## src/rtl/tgb_pkg.sv

```systemverilog
// Shared types, constants and register codes for the triangle grid binner.
`timescale 1ns / 1ps

package tgb_pkg;

	// Fixed-point coordinate width (Q15.8) and the cell index layout (4 cells per axis max).
	localparam int COORD_W = 24;
	localparam int SECT_W = 2;
	localparam int CELL_W = 3 * SECT_W;

	// Grid parameter default and queue depth between front and back.
	localparam int GRID_SPLITS_DEF = 4;
	localparam int JOB_Q_DEPTH = 2;

	// Configuration port.
	localparam int CFG_IDX_W = 2;
	localparam int CFG_DATA_W = 16;
	localparam logic [CFG_IDX_W-1:0] REG_GRID_START = 2'd0;
	localparam logic [CFG_IDX_W-1:0] REG_CELL_WIDTH = 2'd1;

	localparam logic signed [15:0] GRID_START_RST = -16'sd2000;
	localparam logic [15:0] CELL_WIDTH_RST = 16'd1000;

	localparam logic signed [COORD_W-1:0] Q_MIN = {1'b1, {(COORD_W-1){1'b0}}};
	localparam logic signed [COORD_W-1:0] Q_MAX = {1'b0, {(COORD_W-1){1'b1}}};

	typedef struct packed {
		logic signed [COORD_W-1:0] v0_x;
		logic signed [COORD_W-1:0] v0_y;
		logic signed [COORD_W-1:0] v0_z;
		logic signed [COORD_W-1:0] v1_x;
		logic signed [COORD_W-1:0] v1_y;
		logic signed [COORD_W-1:0] v1_z;
		logic signed [COORD_W-1:0] v2_x;
		logic signed [COORD_W-1:0] v2_y;
		logic signed [COORD_W-1:0] v2_z;
	} tri_in_t;

	typedef struct packed {
		logic signed [COORD_W-1:0] a_x;
		logic signed [COORD_W-1:0] a_y;
		logic signed [COORD_W-1:0] a_z;
		logic signed [COORD_W-1:0] b_x;
		logic signed [COORD_W-1:0] b_y;
		logic signed [COORD_W-1:0] b_z;
		logic signed [COORD_W-1:0] c_x;
		logic signed [COORD_W-1:0] c_y;
		logic signed [COORD_W-1:0] c_z;
	} vert_set_t;

	typedef struct packed {
		logic [CELL_W-1:0] cell_res;
		vert_set_t verts;
		logic last;
	} cell_out_t;

	// One binned triangle: sector range per axis and the reordered vertices.
	typedef struct packed {
		logic [SECT_W-1:0] x0;
		logic [SECT_W-1:0] x1;
		logic [SECT_W-1:0] y0;
		logic [SECT_W-1:0] y1;
		logic [SECT_W-1:0] z0;
		logic [SECT_W-1:0] z1;
		vert_set_t verts;
	} bin_job_t;

endpackage

```

## src/rtl/tgb_front.sv

```systemverilog
// Front part: accepts a triangle, finds its bounding box and sector ranges.
`timescale 1ns / 1ps

module tgb_front import tgb_pkg::*; #(
	parameter int GRID_SPLITS = GRID_SPLITS_DEF
) (
	input  logic                  clk,
	input  logic                  arst_n,
	input  logic                  push,
	output logic                  full,
	input  tri_in_t               tri_in,
	input  logic signed [15:0]    grid_start,
	input  logic [15:0]           cell_width,
	output logic                  job_push,
	input  logic                  job_full,
	output bin_job_t              job
);

	localparam int THR_W = 16 + SECT_W;

	logic accept;
	logic v_s1, v_s2, v_s3;
	tri_in_t tri_q;
	tri_in_t tri_neg;
	logic signed [COORD_W-1:0] crd [3][3];
	logic signed [COORD_W-1:0] mn_s2 [3];
	logic signed [COORD_W-1:0] mx_s2 [3];
	logic signed [COORD_W-1:0] pt [6];
	logic [15:0] whole_s3 [6];
	logic neg_s3 [6];
	logic [SECT_W-1:0] sect [6];
	logic [15:0] cwe;

	function automatic logic signed [COORD_W-1:0] neg_sat(input logic signed [COORD_W-1:0] v);
		return (v == Q_MIN) ? Q_MAX : -v;
	endfunction

	assign full = v_s1 | v_s2 | v_s3;
	assign accept = push & ~full;
	assign job_push = v_s3 & ~job_full;

	// Negate z on the way in so every axis is handled alike.
	always_comb begin
		tri_neg = tri_in;
		tri_neg.v0_z = neg_sat(tri_in.v0_z);
		tri_neg.v1_z = neg_sat(tri_in.v1_z);
		tri_neg.v2_z = neg_sat(tri_in.v2_z);
	end

	always_comb begin
		crd[0][0] = tri_q.v0_x;
		crd[0][1] = tri_q.v1_x;
		crd[0][2] = tri_q.v2_x;
		crd[1][0] = tri_q.v0_y;
		crd[1][1] = tri_q.v1_y;
		crd[1][2] = tri_q.v2_y;
		crd[2][0] = tri_q.v0_z;
		crd[2][1] = tri_q.v1_z;
		crd[2][2] = tri_q.v2_z;
		for (int a = 0; a < 3; a++) begin
			pt[2*a]   = mn_s2[a];
			pt[2*a+1] = mx_s2[a];
		end
	end

	always_ff @(posedge clk or negedge arst_n) begin
		if (!arst_n) begin
			v_s1 <= 1'b0;
			v_s2 <= 1'b0;
			v_s3 <= 1'b0;
		end else begin
			v_s1 <= accept;
			v_s2 <= v_s1;
			if (v_s2) begin
				v_s3 <= 1'b1;
			end else if (job_push) begin
				v_s3 <= 1'b0;
			end
		end
	end

	always_ff @(posedge clk) begin
		if (accept) begin
			tri_q <= tri_neg;
		end
		if (v_s1) begin
			for (int a = 0; a < 3; a++) begin
				if (crd[a][1] < crd[a][0] && crd[a][1] <= crd[a][2]) begin
					mn_s2[a] <= crd[a][1];
				end else if (crd[a][2] < crd[a][0] && crd[a][2] < crd[a][1]) begin
					mn_s2[a] <= crd[a][2];
				end else begin
					mn_s2[a] <= crd[a][0];
				end
				if (crd[a][1] > crd[a][0] && crd[a][1] >= crd[a][2]) begin
					mx_s2[a] <= crd[a][1];
				end else if (crd[a][2] > crd[a][0] && crd[a][2] > crd[a][1]) begin
					mx_s2[a] <= crd[a][2];
				end else begin
					mx_s2[a] <= crd[a][0];
				end
			end
		end
		if (v_s2) begin
			for (int k = 0; k < 6; k++) begin
				logic signed [COORD_W:0] off;
				off = {pt[k][COORD_W-1], pt[k]} -
					{grid_start[15], grid_start, 8'b0};
				neg_s3[k] <= off[COORD_W];
				whole_s3[k] <= off[COORD_W-1:8];
			end
		end
	end

	// Sector = number of cell boundaries at or below the whole part, capped by the grid.
	always_comb begin
		cwe = (cell_width == 16'd0) ? 16'd1 : cell_width;
		for (int k = 0; k < 6; k++) begin
			sect[k] = '0;
			for (int t = 1; t < GRID_SPLITS; t++) begin
				if (!neg_s3[k] && {{SECT_W{1'b0}}, whole_s3[k]} >=
						THR_W'(cwe) * THR_W'(t)) begin
					sect[k] = sect[k] + SECT_W'(1);
				end
			end
		end
	end

	always_comb begin
		job.x0 = sect[0];
		job.x1 = sect[1];
		job.y0 = sect[2];
		job.y1 = sect[3];
		job.z0 = sect[4];
		job.z1 = sect[5];
		job.verts.a_x = tri_q.v0_x;
		job.verts.a_y = tri_q.v0_y;
		job.verts.a_z = tri_q.v0_z;
		job.verts.b_x = tri_q.v2_x;
		job.verts.b_y = tri_q.v2_y;
		job.verts.b_z = tri_q.v2_z;
		job.verts.c_x = tri_q.v1_x;
		job.verts.c_y = tri_q.v1_y;
		job.verts.c_z = tri_q.v1_z;
	end

endmodule

```

## src/rtl/tgb_fifo.sv

```systemverilog
// Short job queue between the front and back parts.
`timescale 1ns / 1ps

module tgb_fifo import tgb_pkg::*; (
	input  logic     clk,
	input  logic     arst_n,
	input  logic     wr,
	input  bin_job_t wr_data,
	output logic     full,
	input  logic     rd,
	output bin_job_t rd_data,
	output logic     empty
);

	localparam int PTR_W = (JOB_Q_DEPTH > 1) ? $clog2(JOB_Q_DEPTH) : 1;

	bin_job_t mem [JOB_Q_DEPTH];
	logic [PTR_W-1:0] wp_q, rp_q;
	logic [PTR_W:0] cnt_q;

	assign full = (cnt_q == (PTR_W+1)'(JOB_Q_DEPTH));
	assign empty = (cnt_q == '0);
	assign rd_data = mem[rp_q];

	always_ff @(posedge clk) begin
		if (wr && !full) begin
			mem[wp_q] <= wr_data;
		end
	end

	always_ff @(posedge clk or negedge arst_n) begin
		if (!arst_n) begin
			wp_q <= '0;
			rp_q <= '0;
			cnt_q <= '0;
		end else begin
			if (wr && !full) begin
				wp_q <= (wp_q == PTR_W'(JOB_Q_DEPTH - 1)) ? '0 : wp_q + PTR_W'(1);
			end
			if (rd && !empty) begin
				rp_q <= (rp_q == PTR_W'(JOB_Q_DEPTH - 1)) ? '0 : rp_q + PTR_W'(1);
			end
			cnt_q <= cnt_q + (PTR_W+1)'(wr && !full) - (PTR_W+1)'(rd && !empty);
		end
	end

endmodule

```

## src/rtl/tgb_back.sv

```systemverilog
// Back part: walks the sector box of one job and emits one beat per cell.
`timescale 1ns / 1ps

module tgb_back import tgb_pkg::*; (
	input  logic      clk,
	input  logic      arst_n,
	input  logic      job_empty,
	input  bin_job_t  job,
	output logic      job_pop,
	output logic      empty,
	input  logic      pop,
	output cell_out_t cell_out
);

	bin_job_t job_q;
	logic active_q;
	logic [SECT_W-1:0] x_q, y_q, z_q;
	cell_out_t out_q;
	logic out_valid_q;
	logic emit;
	logic last_cell;

	assign job_pop = ~active_q & ~job_empty;
	assign emit = active_q & (~out_valid_q | pop);
	assign last_cell = (x_q == job_q.x1) && (y_q == job_q.y1) && (z_q == job_q.z1);
	assign empty = ~out_valid_q;
	assign cell_out = out_q;

	always_ff @(posedge clk or negedge arst_n) begin
		if (!arst_n) begin
			active_q <= 1'b0;
			out_valid_q <= 1'b0;
		end else begin
			if (job_pop) begin
				active_q <= 1'b1;
			end else if (emit && last_cell) begin
				active_q <= 1'b0;
			end
			if (emit) begin
				out_valid_q <= 1'b1;
			end else if (pop) begin
				out_valid_q <= 1'b0;
			end
		end
	end

	// Advance z fastest, then y, then x.
	always_ff @(posedge clk) begin
		if (job_pop) begin
			job_q <= job;
			x_q <= job.x0;
			y_q <= job.y0;
			z_q <= job.z0;
		end else if (emit) begin
			if (z_q != job_q.z1) begin
				z_q <= z_q + SECT_W'(1);
			end else begin
				z_q <= job_q.z0;
				if (y_q != job_q.y1) begin
					y_q <= y_q + SECT_W'(1);
				end else begin
					y_q <= job_q.y0;
					x_q <= x_q + SECT_W'(1);
				end
			end
		end
		if (emit) begin
			out_q.cell_res <= {x_q, y_q, z_q};
			out_q.verts <= job_q.verts;
			out_q.last <= last_cell;
		end
	end

endmodule

```

## src/rtl/triangle_grid_binner_core.sv

```systemverilog
// Top level of the triangle grid binner: config registers, front, job queue and back.
// Flow: the front takes no new triangle until the last has passed bounding box, offset and
// sector compare and been handed to the job queue; the back loads each job, then emits one
// beat per cell while the receiver pops, cells being up to 64 per triangle.
// Reset: arst_n clears all control state at once and loads grid_start -2000, cell_width 1000.
`timescale 1ns / 1ps

module triangle_grid_binner_core import tgb_pkg::*; #(
	parameter int GRID_SPLITS = GRID_SPLITS_DEF
) (
	input  logic                  clk,
	input  logic                  arst_n,
	// Triangle input, queue style.
	input  logic                  push,
	output logic                  full,
	input  tri_in_t               tri_in,
	// Cell result output, queue style.
	output logic                  empty,
	input  logic                  pop,
	output cell_out_t             cell_out,
	// Configuration write port.
	input  logic                  cfg_we,
	input  logic [CFG_IDX_W-1:0]  cfg_idx,
	input  logic [CFG_DATA_W-1:0] cfg_data
);

	logic signed [15:0] grid_start_q;
	logic [15:0] cell_width_q;

	logic job_wr, job_full, job_empty, job_rd;
	bin_job_t job_wr_data, job_rd_data;

	// Register writes; drop writes to unknown indexes. A zero cell width
	// is treated as one inside the front part.
	always_ff @(posedge clk or negedge arst_n) begin
		if (!arst_n) begin
			grid_start_q <= GRID_START_RST;
			cell_width_q <= CELL_WIDTH_RST;
		end else if (cfg_we) begin
			unique case (cfg_idx)
				REG_GRID_START: grid_start_q <= cfg_data;
				REG_CELL_WIDTH: cell_width_q <= cfg_data;
				default: ;
			endcase
		end
	end

	// Front: accept one triangle, negate z (saturating), find per-axis
	// min and max, subtract the grid start and turn the whole part into a
	// clamped sector range by comparing against multiples of the cell width.
	tgb_front #(
		.GRID_SPLITS(GRID_SPLITS)
	) u_front (
		.clk       (clk),
		.arst_n    (arst_n),
		.push      (push),
		.full      (full),
		.tri_in    (tri_in),
		.grid_start(grid_start_q),
		.cell_width(cell_width_q),
		.job_push  (job_wr),
		.job_full  (job_full),
		.job       (job_wr_data)
	);

	// Hold finished jobs so the front keeps binning while the back emits cells.
	tgb_fifo u_fifo (
		.clk    (clk),
		.arst_n (arst_n),
		.wr     (job_wr),
		.wr_data(job_wr_data),
		.full   (job_full),
		.rd     (job_rd),
		.rd_data(job_rd_data),
		.empty  (job_empty)
	);

	// Back: walk x, then y, then z over the sector box, one beat per cell,
	// through an output register; a stalled beat holds the walk, and the next job waits in the queue.
	tgb_back u_back (
		.clk      (clk),
		.arst_n   (arst_n),
		.job_empty(job_empty),
		.job      (job_rd_data),
		.job_pop  (job_rd),
		.empty    (empty),
		.pop      (pop),
		.cell_out (cell_out)
	);

endmodule

```

## config.mk

```make
export PLATFORM = sky130hd
export DESIGN_NAME = triangle_grid_binner_core
export DESIGN_NICKNAME = d
export VERILOG_FILES = /design/src/rtl/tgb_pkg.sv /design/src/rtl/tgb_front.sv /design/src/rtl/tgb_fifo.sv /design/src/rtl/tgb_back.sv /design/src/rtl/triangle_grid_binner_core.sv
export SDC_FILE = /design/constraint.sdc
export NUM_CORES = 2
export LEC_CHECK = 0
export BUFFER_PORTS_ARGS = -buffer_cell sky130_fd_sc_hd__buf_2
export CORE_ASPECT_RATIO = 2
export CORE_MARGIN = 4
export CORE_UTILIZATION = 26
export CTS_BUF_LIST = sky130_fd_sc_hd__clkbuf_4 sky130_fd_sc_hd__clkbuf_8
export CTS_CLUSTER_DIAMETER = 60
export CTS_CLUSTER_SIZE = 24
export DETAILED_ROUTE_END_ITERATION = 12
export GPL_ROUTABILITY_DRIVEN = 0
export PLACE_DENSITY = 0.48
export SETUP_SLACK_MARGIN = 0.5
export SLEW_MARGIN = 30
export SYNTH_ARGS = -nofsm -noshare
export SYNTH_HDL_FRONTEND = slang
export SYNTH_SLANG_ARGS = --single-unit
```

## constraint.sdc

```tcl
create_clock -name clk -period 21 [get_ports clk]
set_input_delay 1.05 -clock clk [delete_from_list [all_inputs] [get_ports clk]]
set_output_delay 1.05 -clock clk [all_outputs]
set_load 0.01 [all_outputs]
```

Yosys cells after proc, flatten, opt, wreduce, memory -nomap -nowiden
Memory sizes are Yosys's and may differ from the RTL's.
Cells that the tools add are included.

storage, ports and cells
  register bits after elaboration = 712
  bits in latches = 0
  memory bits (writable) = 702
  memory bits (read-only) = 0
  output and inout bits = 225
  word-level logic and storage cells = 333
  memories = 5

operators by class
  add/sub/neg operators = 28
  multipliers = 1
  divide/modulo/power cells = 0
  order comparisons = 42
  eq/ne operators = 12
  shift-type cells = 0
  multiplexer cells = 120
  bitwise gates (word level) = 24
  reduce and logical (&&, ||, !) cells = 54

memory list
  name              words  width  read ports  clocked after memory_dff  write ports  RTL line         RTL
  u_fifo.mem        2      228    1           0                         1            tgb_fifo.sv:17   bin_job_t mem [JOB_Q_DEPTH];
  u_front.whole_s3  6      16     6           0                         6            tgb_front.sv:29  logic [15:0] whole_s3 [6];
  u_front.mn_s2     3      24     3           0                         3            tgb_front.sv:26  logic signed [COORD_W-1:0] mn_s2 [3];
  u_front.mx_s2     3      24     3           0                         3            tgb_front.sv:27  logic signed [COORD_W-1:0] mx_s2 [3];
  u_front.neg_s3    6      1      6           0                         6            tgb_front.sv:30  logic neg_s3 [6];

operators with widths
  kind                                                                  count
  24-bit 2-to-1 mux                                                     12
  24-bit greater-than comparator                                        9
  24-bit less-than comparator                                           9
  24-bit by 24-bit subtractor with 25-bit output                        6
  16-bit by 18-bit >= comparator with 1-bit output                      6
  16-bit by 17-bit >= comparator with 1-bit output                      6
  16-bit >= comparator                                                  6
  1-bit 2-to-1 mux                                                      84
  24-bit equality test, second input constant                           3
  24-bit >= comparator                                                  3
  24-bit less-or-equal comparator                                       3
  24-bit negator                                                        3
  2-bit 2-to-1 mux                                                      23
  1-bit logical AND                                                     35
  2-bit by 1-bit adder with 2-bit output, second input constant         9
  16-bit by 2-bit multiplier with 18-bit output, second input constant  1
  16-bit zero test                                                      1
  16-bit 2-to-1 mux                                                     1
  1-bit OR                                                              15
  1-bit by 1-bit adder with 2-bit output, second input constant         6
  1-bit zero test                                                       8
  2-bit nonzero test                                                    4
  2-bit equality test                                                   3
  2-bit AND reduction                                                   3
  11 further kinds                                                      22

Depth between registers and ports, before layout
  word-level depth = 9
  gate-level depth with buffers = 27
  mapped depth without buffers = 26

By module
From an unflattened synthesis, not the netlist that was laid out.

second synthesis, totals
  cells, all modules = 4480
  area total of the unflattened synthesis = 65232.6 um^2

by module, submodules not included
  module                     instances  cells each  area an instance (um^2)  seq. area each (um^2)
  tgb_front                  1          3177        33200.6                  12507.0
  tgb_fifo                   1          729         16737.3                  13793.2
  tgb_back                   1          506         14066.0                  13713.2
  triangle_grid_binner_core  1          68          1228.7                   817.0

Worst setup path after synthesis
No wires, ideal clock.

  path type = reg-to-reg
  start point = reg u_front.v_s2
  end point = reg u_front.v_s1
  setup time = 1066 ps
  data arrival time = 11366 ps
  path slack = 8568 ps
  stages on the path, launching flop included = 3
  path buffers = 0
  clock period less this slack = 12432 ps
  path through = dfrtp_1 > or3_1 > nor2_1

between the ends
  cells in the longest elaborated chain, start to end = 4

RTL lines
  item                    RTL line                         RTL
  from (decl)             tgb_front.sv:22                  logic v_s1, v_s2, v_s3;
  from (signal assigned)  tgb_front.sv:73                  v_s2 <= v_s1;
  1-bit OR (2 in series)  tgb_front.sv:38                  assign full = v_s1 | v_s2 | v_s3;
  via full                triangle_grid_binner_core.sv:15  output logic full,
  1-bit NOT               tgb_front.sv:39                  assign accept = push & ~full;
  1-bit AND               tgb_front.sv:39
  via u_front.accept      tgb_front.sv:21                  logic accept;
  to (signal assigned)    tgb_front.sv:72                  v_s1 <= accept;
  to (decl)               tgb_front.sv:22

The timed path passes the listed nets, and every way through them passes these cells.
A chain may end at the register's enable or synchronous reset.

==> metrics.txt <==
status finished, final reports clean; Rel. slew slack 34.14%; number of I/O port buffers 463; Synth Register Bits 1366; most frequent cells in the layout edfxtp_1 (1325), ha_1 (621), buf_2 (463), inv_1 (292), mux2_2 (289); drt first pass iters 7; total grt overflow 0; via/cell ratio 4.604; H-tree depth 3; part of the power in the clock network 17.0%; via count 38.18k; Worst path top cell family by delay compound AO/OA/AOI/OAI gates; async set-or-reset flop fraction in the synthesized netlist 3.001%; DRT antenna net count 0; FF-to-FF Start cell_width_q[15]; transition time of the tightest slew-check pin 987.8 ps; Skew-Pair Late Insertion Delay 870 ps; Die W 360.7 um; Ys Warns 0; period utilization 32.00%; layout cell share with drive strength beyond 1 20.47%; sequential fraction of design power 47.1%; hold buffers post-CTS 0; crit path max fanout 14; P_sw 0.003380 W; CTS buffer count 92; Yosys cell types 93; non-filler cells, final 8293; CTS tree built; dpl hpwl 145600 um; worst hold path type input pin to asynchronous set/reset pin; RSZ-0062 raised after global routing no; # fillers 24.99k; full die area 257300 um^2; Max Freq 148.8 MHz; Max VDD drop 0.06859 mV; Avg Cell Area, Syn 14.55 um^2; die height 713.3 um; Setup-failing EPs final 0; total track usage 14.54%; largest net degree at the start of global routing 79; area grow syn2layout 13.45%; CP Capture Point u_fifo.mem[1][223]; CP endpoint kind register; Worst setup startpoint cell_width_q[15]; most common cell after layout, fill and taps aside edfxtp_1; design area 73370 um^2; Post-synth EDFFs 1325; most frequent CP cell nor2_1; Leak Pwr 27.81 nW; global-route wire length before repair 275400 um; Sink Count 1366; CTS Root Cell clkbuf_8; CP bufs+invs 3; core box area 247300 um^2; slowest stage delay, CP 640 ps; Routed wire per std cell 23.20 um; top_reg_cell synth edfxtp_1; 1st-iter DRT viols 2179; initial antenna violation count 35; Worst Clk Skew 107.7 ps; total power per unit cell area 123.4 nW/um^2; Switching Share 37.33%; Final Critical Period 6720 ps; Residual DRC 0; WS Path Type register to register; cell internal pwr 0.005675 W; Max clock buf depth 3; Critical Path Start Type register; reg2reg setup slack 14280 ps; WHS 250.1 ps; fin util 29.67%; I/O pins 464; Placement Cell Area 71130 um^2; post-CTS setup repair buffer count 0; Reg2Reg Depth 26; drt total wl 192400 um; FP Rows 258; critical path arrival 7400 ps; Seq/Total Area, Yosys 63.14%; FF-to-FF End u_fifo.mem[1][223]; combinational power share 35.9%; Crit path depth 26; Clk pin slew, worst setup/hold paths 130 ps; Mapped Cells 4444; vias in the first global route 39.99k; Max Cap Viol 0; Slew Viols, Final 0; CP max-delay cell nand2_1; Final Hold Viols 0; Netlist Area Pre-Place 64670 um^2; Net Count, Synth 5311; Gates resized, CTS repair 0; Starting Density 26.15%; Setup TNS 0 ps; required time of the worst setup path 21680 ps; placed insts 8122; Total Nets Final 5834
==> worst min-delay path by stage <==
stage / startpoint / endpoint / slack, ps / cells after the start
2_1_floorplan: u_front.v_s1 / u_front.v_s2 / 400 / 0
6_report: arst_n / u_back.out_valid_q / 250 / 2
5_1_grt: arst_n / u_back.out_valid_q / 200 / 2
3_5_place_dp: u_back.job_q[13] / u_back.cell_out[14] / 400 / 0
4_1_cts: arst_n / u_back.out_valid_q / 150 / 2
3_3_place_gp: u_back.job_q[183] / u_back.cell_out[184] / 400 / 0
==> per-stage QoR <==
stage / total power [W] / worst slack, ps
after detailed placement: 0.007627 / 14410
after global routing: 0.009688 / 13900
after CTS: 0.009214 / 14300
after global placement: 0.007539 / 14540
after floorplan: 0.006500 / 8568
final: 0.009055 / 14280
==> sequential cells by signal, summed over array words and instances (netlist names), 6 cells and up <==
name and count:
u_fifo.mem 456, u_back.job_q 226, u_back.cell_out 223, u_front.job 216
u_front.whole_s3 96, u_front.mn_s2 48, u_front.mx_s2 48, cell_width_q 16
grid_start_q 16, u_front.neg_s3 6
==> worst reg2reg max path, delay by kind of cell (launching register included) <==
| family | cells | cell delay [ps] |
|---|---|---|
| AO/OA/AOI/OAI | 11 | 2200 |
| AND/OR/NAND/NOR | 7 | 1560 |
| adder cells (fa/ha/maj) | 3 | 1070 |
| XOR/XNOR | 1 | 620 |
| flip-flops | 1 | 450 |
| buffers and inverters | 3 | 390 |
| multiplexers | 1 | 240 |
==> kinds of logic after synthesis <==
logic type,synth area share (%)
compound gates,7.029
simple gates,6.630
fa+ha+maj,12.25
mux,6.642
flops,63.14
xor+xnor,2.030
buf+inv,2.287
==> power by group through the flow <==
stage | clock, W | combinational [W] | sequential (W)
CTS | 0.00163 | 0.00330 | 0.00429
global route | 0.00171 | 0.00366 | 0.00432
global placement | 0 | 0.00320 | 0.00434
floorplan | 0 | 0.00232 | 0.00418
finish | 0.00154 | 0.00325 | 0.00427
detailed placement | 0 | 0.00328 | 0.00435
==> metal layers <==
metal | vias to the layer above | GRT usage [%] | part of all wire, %
met5 | - | 0 | 0.13
met4 | 36 | 5.866 | 4.3
met3 | 321 | 2.096 | 3.9
met2 | 892 | 26.82 | 52
met1 | 18954 | 16.78 | 40
li1 | 17977 | - | -
==> cell usage after synthesis (13+ instances only) <==
cell | number | area share, %
o211ai_1 | 18 | 0.21
and2_1 | 13 | 0.13
o21ai_0 | 130 | 1.0
clkbuf_1 | 61 | 0.35
nand2_1 | 225 | 1.3
or3_1 | 27 | 0.26
o21bai_1 | 14 | 0.16
mux2i_1 | 80 | 1.2
dfstp_2 | 13 | 0.53
or2_2 | 19 | 0.18
a211oi_1 | 20 | 0.23
mux2_1 | 20 | 0.35
a21oi_1 | 209 | 1.6
nand3_1 | 67 | 0.52
a31oi_1 | 20 | 0.19
and3_1 | 15 | 0.15
nor3_1 | 88 | 0.68
nand4_1 | 71 | 0.69
o21a_1 | 44 | 0.51
a2111oi_0 | 16 | 0.22
nor4_1 | 24 | 0.23
xor2_1 | 49 | 0.66
nor2_1 | 148 | 0.86
a21o_1 | 71 | 0.82
nor2b_1 | 46 | 0.44
a221o_1 | 33 | 0.51
dfrtp_1 | 28 | 1.1
edfxtp_1 | 1325 | 62
nand2b_1 | 37 | 0.36
mux2_2 | 289 | 5.0
ha_1 | 621 | 12
a211o_1 | 16 | 0.22
inv_1 | 298 | 1.7
xnor2_1 | 99 | 1.3
==> area by class of cell <==
type	count	area (um^2)	area share, %
Multi-Input combinational cell	2697	22400	30.54
Tap cell	3250	4066	5.542
Clock inverter	57	845.8	1.153
Timing Repair Buffer	512	2720	3.707
Sequential cell	1366	40840	55.67
Clock buffer	97	1316	1.794
Antenna cell	16	40.04	0.05457
Inverter	298	1134	1.545
No activity file was read; power rests on OpenSTA's default activity.
